**src/rtl/core/dro_pkg.sv**
```systemverilog
package dro_pkg;

    localparam int YEAR_W  = 14;
    localparam int MONTH_W = 4;
    localparam int DAY_W   = 5;
    localparam int DNUM_W  = 23;  // day number of year 16383 fits
    localparam int COUNT_W = 22;
    localparam int DATES   = 4;

    // floor(y / 100) = (y * RECIP100) >> RECIP_SHIFT, exact for y < 43690
    localparam int RECIP_SHIFT = 21;
    localparam logic [14:0] RECIP100 = 15'd20972;
    localparam int CENT_W = 8;    // floor(16383 / 100) = 163

    localparam logic [MONTH_W-1:0] MONTH_JAN = 4'd1;
    localparam logic [MONTH_W-1:0] MONTH_FEB = 4'd2;
    localparam logic [MONTH_W-1:0] MONTH_APR = 4'd4;
    localparam logic [MONTH_W-1:0] MONTH_JUN = 4'd6;
    localparam logic [MONTH_W-1:0] MONTH_SEP = 4'd9;
    localparam logic [MONTH_W-1:0] MONTH_NOV = 4'd11;
    localparam logic [MONTH_W-1:0] MONTH_DEC = 4'd12;

    // load enables of the three converter stages
    typedef struct packed {
        logic a;
        logic b;
        logic c;
    } stage_en_t;

    // month length with February taken as 28 days; 0 for a bad month
    function automatic logic [DAY_W-1:0] month_len_base(input logic [MONTH_W-1:0] m);
        logic [DAY_W-1:0] len;
        len = '0;
        if (m >= MONTH_JAN && m <= MONTH_DEC) begin
            if (m == MONTH_FEB)
                len = 5'd28;
            else if (m == MONTH_APR || m == MONTH_JUN || m == MONTH_SEP || m == MONTH_NOV)
                len = 5'd30;
            else
                len = 5'd31;
        end
        return len;
    endfunction

    function automatic logic [8:0] days_before_month(input logic [MONTH_W-1:0] m);
        logic [8:0] n;
        case (m)
            4'd3:    n = 9'd59;
            4'd4:    n = 9'd90;
            4'd5:    n = 9'd120;
            4'd6:    n = 9'd151;
            4'd7:    n = 9'd181;
            4'd8:    n = 9'd212;
            4'd9:    n = 9'd243;
            4'd10:   n = 9'd273;
            4'd11:   n = 9'd304;
            4'd12:   n = 9'd334;
            4'd2:    n = 9'd31;
            default: n = 9'd0;
        endcase
        return n;
    endfunction

endpackage

```
**src/rtl/core/date_range_overlap_days.sv**
```systemverilog
// Overlap length, in days, of two Gregorian date periods.
// Input channel (in_valid/in_ready): one word carries both periods, each as
// start and end dates of year, month and day. Output channel
// (out_valid/out_ready): overlap_days, the days from the later start up to
// the earlier end with the end day excluded (0 if none, saturating at the
// 22-bit maximum), and date_error, set when any of the four dates has a bad
// month or day; the count is then forced to 0.
// A word passes through five pipeline stages (three in each day-number
// converter, then min/max, then subtract/saturate), each holding one word;
// one word enters per cycle while the receiver does not stall the pipeline.
// Each stage has its own valid bit and loads whenever it is empty or the
// stage after it moves, so bubbles close up when the receiver stalls and
// in_ready stays high until all five stages hold words and out_ready is low.
// Reset clears the valid bits only; the pipeline comes out empty.
module date_range_overlap_days
(
    input  logic                         clk,
    input  logic                         rst_n,
    input  logic                         in_valid,
    output logic                         in_ready,
    input  logic [dro_pkg::YEAR_W-1:0]   first_start_year,
    input  logic [dro_pkg::MONTH_W-1:0]  first_start_month,
    input  logic [dro_pkg::DAY_W-1:0]    first_start_day,
    input  logic [dro_pkg::YEAR_W-1:0]   first_end_year,
    input  logic [dro_pkg::MONTH_W-1:0]  first_end_month,
    input  logic [dro_pkg::DAY_W-1:0]    first_end_day,
    input  logic [dro_pkg::YEAR_W-1:0]   second_start_year,
    input  logic [dro_pkg::MONTH_W-1:0]  second_start_month,
    input  logic [dro_pkg::DAY_W-1:0]    second_start_day,
    input  logic [dro_pkg::YEAR_W-1:0]   second_end_year,
    input  logic [dro_pkg::MONTH_W-1:0]  second_end_month,
    input  logic [dro_pkg::DAY_W-1:0]    second_end_day,
    output logic                         out_valid,
    input  logic                         out_ready,
    output logic [dro_pkg::COUNT_W-1:0]  overlap_days,
    output logic                         date_error
);

    localparam int STAGES = 5;

    // stage valid bits; stage k loads when rdy[k]
    logic [STAGES-1:0] v_reg, v_next;
    logic [STAGES-1:0] rdy;
    logic [STAGES-1:0] v_up;

    assign v_up = {v_reg[STAGES-2:0], in_valid};

    always_comb
    begin
        rdy[STAGES-1] = !v_reg[STAGES-1] || out_ready;
        for (int k = STAGES - 2; k >= 0; k--)
            rdy[k] = !v_reg[k] || rdy[k+1];
        for (int k = 0; k < STAGES; k++)
            v_next[k] = rdy[k] ? v_up[k] : v_reg[k];
    end

    always_ff @(posedge clk or negedge rst_n)
    begin
        if (!rst_n)
            v_reg <= '0;
        else
            v_reg <= v_next;
    end

    assign in_ready = rdy[0];

    dro_pkg::stage_en_t conv_en;
    assign conv_en.a = rdy[0];
    assign conv_en.b = rdy[1];
    assign conv_en.c = rdy[2];

    // date order: first start, first end, second start, second end
    logic [dro_pkg::YEAR_W-1:0]  yr  [dro_pkg::DATES];
    logic [dro_pkg::MONTH_W-1:0] mon [dro_pkg::DATES];
    logic [dro_pkg::DAY_W-1:0]   dy  [dro_pkg::DATES];
    logic [dro_pkg::DNUM_W-1:0]  dnum[dro_pkg::DATES];
    logic [dro_pkg::DATES-1:0]   dok;

    assign yr[0]  = first_start_year;
    assign mon[0] = first_start_month;
    assign dy[0]  = first_start_day;
    assign yr[1]  = first_end_year;
    assign mon[1] = first_end_month;
    assign dy[1]  = first_end_day;
    assign yr[2]  = second_start_year;
    assign mon[2] = second_start_month;
    assign dy[2]  = second_start_day;
    assign yr[3]  = second_end_year;
    assign mon[3] = second_end_month;
    assign dy[3]  = second_end_day;

    for (genvar i = 0; i < dro_pkg::DATES; i++)
    begin : g_conv
        dro_date_conv u_conv
        (
            .clk     (clk),
            .en      (conv_en),
            .year    (yr[i]),
            .month   (mon[i]),
            .day     (dy[i]),
            .day_num (dnum[i]),
            .date_ok (dok[i])
        );
    end

    // stage D: later start, earlier end
    logic [dro_pkg::DNUM_W-1:0] start_d_reg, start_d_next;
    logic [dro_pkg::DNUM_W-1:0] end_d_reg, end_d_next;
    logic                       err_d_reg;

    assign start_d_next = (dnum[0] > dnum[2]) ? dnum[0] : dnum[2];
    assign end_d_next   = (dnum[1] < dnum[3]) ? dnum[1] : dnum[3];

    always_ff @(posedge clk)
    begin
        if (rdy[3])
        begin
            start_d_reg <= start_d_next;
            end_d_reg   <= end_d_next;
            err_d_reg   <= !(&dok);
        end
    end

    // stage E: difference, saturate, error override; output register
    logic [dro_pkg::DNUM_W-1:0]  diff;
    logic [dro_pkg::COUNT_W-1:0] count_e_reg, count_e_next;
    logic                        err_e_reg;

    assign diff = end_d_reg - start_d_reg;

    always_comb
    begin
        if (err_d_reg || !(start_d_reg < end_d_reg))
            count_e_next = '0;
        else if (diff[dro_pkg::DNUM_W-1])
            count_e_next = '1;
        else
            count_e_next = diff[dro_pkg::COUNT_W-1:0];
    end

    always_ff @(posedge clk)
    begin
        if (rdy[4])
        begin
            count_e_reg <= count_e_next;
            err_e_reg   <= err_d_reg;
        end
    end

    assign out_valid    = v_reg[STAGES-1];
    assign overlap_days = count_e_reg;
    assign date_error   = err_e_reg;

`ifndef NO_ASSERTIONS
    a_err_zero: assert property (@(posedge clk) disable iff (!rst_n)
        out_valid && date_error |-> overlap_days == '0)
        else $error("count not zero on date error");

    a_accept_fills: assert property (@(posedge clk) disable iff (!rst_n)
        in_valid && in_ready |=> v_reg[0])
        else $error("accepted word missing from first stage");

    a_bubble_ready: assert property (@(posedge clk) disable iff (!rst_n)
        !v_reg[0] |-> in_ready)
        else $error("input stalled with empty first stage");

    a_full_stall: assert property (@(posedge clk) disable iff (!rst_n)
        (&v_reg) && !out_ready |-> !in_ready)
        else $error("input accepted into full stalled pipeline");
`endif

endmodule

```
**src/rtl/core/dro_date_conv.sv**
```systemverilog
// Three-stage date to day-number converter with date check.
module dro_date_conv
(
    input  logic                               clk,
    input  dro_pkg::stage_en_t                 en,
    input  logic [dro_pkg::YEAR_W-1:0]         year,
    input  logic [dro_pkg::MONTH_W-1:0]        month,
    input  logic [dro_pkg::DAY_W-1:0]          day,
    output logic [dro_pkg::DNUM_W-1:0]         day_num,
    output logic                               date_ok
);

    // stage A: century quotient, base day check
    logic [dro_pkg::YEAR_W-1:0]  year_a_reg;
    logic [dro_pkg::MONTH_W-1:0] month_a_reg;
    logic [dro_pkg::DAY_W-1:0]   day_a_reg;
    logic [dro_pkg::CENT_W-1:0]  cent_a_reg, cent_a_next;
    logic                        ok_base_a_reg, ok_base_a_next;
    logic                        feb29_a_reg, feb29_a_next;
    logic [28:0]                 prod_a;

    assign prod_a       = 29'(year) * 29'(dro_pkg::RECIP100);
    assign cent_a_next  = prod_a[dro_pkg::RECIP_SHIFT +: dro_pkg::CENT_W];
    assign ok_base_a_next = (day != '0) && (day <= dro_pkg::month_len_base(month));
    assign feb29_a_next = (month == dro_pkg::MONTH_FEB) && (day == 5'd29);

    always_ff @(posedge clk)
    begin
        if (en.a)
        begin
            year_a_reg    <= year;
            month_a_reg   <= month;
            day_a_reg     <= day;
            cent_a_reg    <= cent_a_next;
            ok_base_a_reg <= ok_base_a_next;
            feb29_a_reg   <= feb29_a_next;
        end
    end

    // stage B: leap year, rounded-up quotients, partial sums
    logic [6:0]                  rem100;
    logic                        leap;
    logic [dro_pkg::CENT_W-1:0]  c100;
    logic [dro_pkg::DNUM_W-1:0]  y365_b_reg, y365_b_next;
    logic [12:0]                 quad_b_reg, quad_b_next;
    logic [dro_pkg::CENT_W-1:0]  c100_b_reg;
    logic [5:0]                  c400_b_reg, c400_b_next;
    logic [8:0]                  tail_b_reg, tail_b_next;
    logic                        ok_b_reg, ok_b_next;
    logic [14:0]                 cent_x100;
    logic [14:0]                 year_p3;
    logic [8:0]                  c100_p3;

    assign cent_x100 = 15'(cent_a_reg) * 15'd100;
    assign rem100    = 7'(15'(year_a_reg) - cent_x100);
    assign leap      = (year_a_reg[1:0] == 2'd0) && ((rem100 != '0) || (cent_a_reg[1:0] == 2'd0));
    assign c100      = cent_a_reg + dro_pkg::CENT_W'(rem100 != '0);
    assign c100_p3   = 9'(c100) + 9'd3;
    assign c400_b_next = c100_p3[7:2];
    assign year_p3   = 15'(year_a_reg) + 15'd3;
    assign quad_b_next = year_p3[14:2];
    assign y365_b_next = dro_pkg::DNUM_W'(year_a_reg) * dro_pkg::DNUM_W'(365);
    assign tail_b_next = dro_pkg::days_before_month(month_a_reg)
                       + 9'((month_a_reg > dro_pkg::MONTH_FEB) && leap)
                       + 9'(day_a_reg);
    assign ok_b_next = ok_base_a_reg || (feb29_a_reg && leap);

    always_ff @(posedge clk)
    begin
        if (en.b)
        begin
            y365_b_reg <= y365_b_next;
            quad_b_reg <= quad_b_next;
            c100_b_reg <= c100;
            c400_b_reg <= c400_b_next;
            tail_b_reg <= tail_b_next;
            ok_b_reg   <= ok_b_next;
        end
    end

    // stage C: final day number
    logic [dro_pkg::DNUM_W:0]   sum_c;
    logic [dro_pkg::DNUM_W-1:0] num_c_reg;
    logic                       ok_c_reg;

    assign sum_c = 24'(y365_b_reg) + 24'(quad_b_reg) - 24'(c100_b_reg)
                 + 24'(c400_b_reg) + 24'(tail_b_reg);

    always_ff @(posedge clk)
    begin
        if (en.c)
        begin
            num_c_reg <= sum_c[dro_pkg::DNUM_W-1:0];
            ok_c_reg  <= ok_b_reg;
        end
    end

    assign day_num = num_c_reg;
    assign date_ok = ok_c_reg;

endmodule

```
**config.mk**
```make
export PLATFORM = sky130hd
export DESIGN_NAME = date_range_overlap_days
export DESIGN_NICKNAME = d
export VERILOG_FILES = /design/src/rtl/core/dro_pkg.sv /design/src/rtl/core/date_range_overlap_days.sv /design/src/rtl/core/dro_date_conv.sv
export SDC_FILE = /design/constraint.sdc
export NUM_CORES = 2
export LEC_CHECK = 0
export BUFFER_PORTS_ARGS = -buffer_cell sky130_fd_sc_hd__buf_2
export CORE_MARGIN = 2
export CORE_UTILIZATION = 45
export CTS_CLUSTER_SIZE = 24
export DETAILED_ROUTE_END_ITERATION = 12
export GPL_TIMING_DRIVEN = 0
export PLACE_DENSITY = 0.58
export SYNTH_ARGS = -nofsm -noshare
export SYNTH_HDL_FRONTEND = slang
export SYNTH_SLANG_ARGS = --single-unit
export TNS_END_PERCENT = 1
```
**constraint.sdc**
```tcl
create_clock -name clk -period 13.3 [get_ports clk]
set_clock_uncertainty 0.1 [all_clocks]
set_input_delay 0.665 -clock clk [delete_from_list [all_inputs] [get_ports clk]]
set_output_delay 0.665 -clock clk [all_outputs]
set_load 0.05 [all_outputs]
```
==> out/results.tsv <==
metric	value	unit
setup_tns	0	ps
antenna_cells	0	
whs_endpoint	v_reg[0]$_DFFE_PN0P_	
async_flop_share	0.00864	
synth_top_flop_cell	edfxtp_1	
r2r-start	v_reg[1]$_DFFE_PN0P_	
antenna_found_initial	5	
syn2layout_area_growth	9.90	%
hold_buffers	1	
seq_area_frac_synth	0.306	
nets	6849	
clkLatencyLatePin	610	ps
ant_nets	0	
crit_path_frequent_cell	buf_8	
synth_edf_count	538	
drv_slew	0	
grt_pass1_vias	34645	
clk_path_buf_depth	3	
final_common_cell	inv_1	
slew_headroom	0.396	
fin_cells	6932	
dr.pass1.iters	7	
die_h	356	µm
core	0.122	mm²
htreeDepth	3	
cts_made_buffers	72	
viasPerCell	4.91	
cts_root_buf	clkbuf_16	
grt_setup_unrepaired	no	
period_needed	5530	ps
wirelength	107000	µm
synth_area	0.0556	mm²
grt_pass1_wl	179000	µm
yosysTopAreaCellShare	0.291	
drt_iter0_markers	1783	
min-delay-path-class	input pin to register	
r2r_slack	7770	ps
fmax	181	MHz
track_usage	0.176	
syn_area_per_cell	11.1	µm²
synthTopCellsByArea	edfxtp_1, ha_1, fa_1	
routabilityCongestion	0.850	
ys_ff_latch	579	
fin_crit_sh	0.416	
status	finished clean	
cts_tree	done	
post_drt_wl_per_cell	15.5	µm
hp-start	in_valid	
start_util	0.455	
portBuffers	120	
worstMarginPinSlew	903	ps
fillers	10999	
path_clk_slew	60	ps
io_pins	121	
grt-ovfl-total	0	
slowest_stage	nand4_1	
die_x	356	µm
synth.distinct_cells	85	
hold_viol	0	
slowest_delay	740	ps
yosys.area.top_type	edfxtp_1	
syn_inst	5032	
critPathKind	register to register	
endpoint_kind	register	
dp_hpwl	89600	µm
maxCapViolations	0	
grt_max_degree	143	
final_cell_mix	inv_1, ha_1, edfxtp_1	
setup_viol	0	
cp.arrival	5920	ps
post_cts.repair.setup_buffers	0	
clock_sinks	579	
drive_gt1_frac	0.0686	
worstSetupStartpointType	register	
critPathMaxFanout	72	
hold_depth	2	
via_count	34004	
required	13690	ps
synth_nets	6633	
die_area	0.126	mm²
post_cts_resized	0	
drc	0	
dp_cells	6797	
cp_cell_sequence	nand4_1, buf_8, buf_16, buf_8, buf_8, buf_8, inv_1, nand2_4, clkbuf_8, buf_16, mux2i_1, inv_1, ha_1, nand2_1, o21ai_0, mux2_2	
rr_worst_depth	16	
yosys_warnings	0	
rows	128	
[cells by family after synthesis]
kind of cell               Yosys count  share of synthesized area
xor gates and xnor gates           317                     0.0499
adders and majority gates         1505                      0.410
buffers and inverters             1246                     0.0850
AOI/OAI and AO/OA                  605                     0.0714
muxes                               82                     0.0161
DFF                                579                      0.306
and+or+nand+nor                    698                     0.0618
[layer usage]
layer	up-vias	wire (µm)	global-route usage
met5	-	0	0
met4	0	1800	0.0326
met3	106	4120	0.0216
met2	429	45900	0.267
met1	16340	55400	0.269
li1	17129	-	-
[metrics by stage]
stage / utilization / hold WS (ps) / worst slack (ps) / instance area, µm²
after floorplan: - / 269 / 1900 / 55600
after global placement: 0.477 / 356 / -3490 / 58200
after detailed placement: 0.480 / 356 / 7180 / 58600
after CTS: 0.500 / 97.3 / 7490 / 61100
after global routing: 0.500 / 129 / 7350 / 61100
final: 0.500 / 143 / 7770 / 61100
[critical path, delay by kind of cell, from the launching register on]
kind,cells,cell delay (ps)
compound gates,1,80
fa+ha+maj,1,260
buf+inv,9,2210
flops,1,550
mux,2,940
simple gates,3,1070
[synthesized netlist by cell type (7+ instances only)]
master	n
inv_1	1231
ha_1	976
edfxtp_1	538
fa_1	529
xnor2_1	219
nor2_1	172
a21oi_1	162
nand2_1	151
o21ai_0	144
xor2_1	98
a21o_1	82
nand3_1	79
nor3_1	70
mux2_2	58
nand2b_1	52
nor2b_1	51
dfxtp_1	36
and3_1	35
o21a_1	35
o211ai_1	34
mux2i_1	23
a31oi_1	19
nand4_1	19
o21bai_1	19
or3_1	16
a211oi_1	15
and2_1	10
buf_2	8
nor4_1	8
a211o_1	7
a21oi_2	7
nand4b_1	7
[area by class of cell]
cell class              instances  area (µm²)  share of cell area
repair buffers                142        1000              0.0164
well taps                    1625        2030              0.0333
multi-input cells            3207       33900               0.555
clock buffers                  95        2010              0.0330
flip-flops and latches        579       17000               0.278
clock inverters                38         440             0.00721
inverters                    1231        4620              0.0756
plain buffers                  15         106             0.00174
[worst max-delay path by stage]
stage / from / endpoint / slack (ps) / cells after the start
floorplan: out_ready / register / 1900 / 11
CTS: v_reg[1]$_DFFE_PN0P_ / register / 7490 / 15
global route: v_reg[1]$_DFFE_PN0P_ / register / 7350 / 16
detailed placement: out_ready / register / 7180 / 17
finish: v_reg[1]$_DFFE_PN0P_ / register / 7770 / 16
global placement: out_ready / register / -3490 / 12
Power is left out: the tool's default activity adds up to more than one toggle a clock period on the data nets, which glitch-free logic cannot reach.
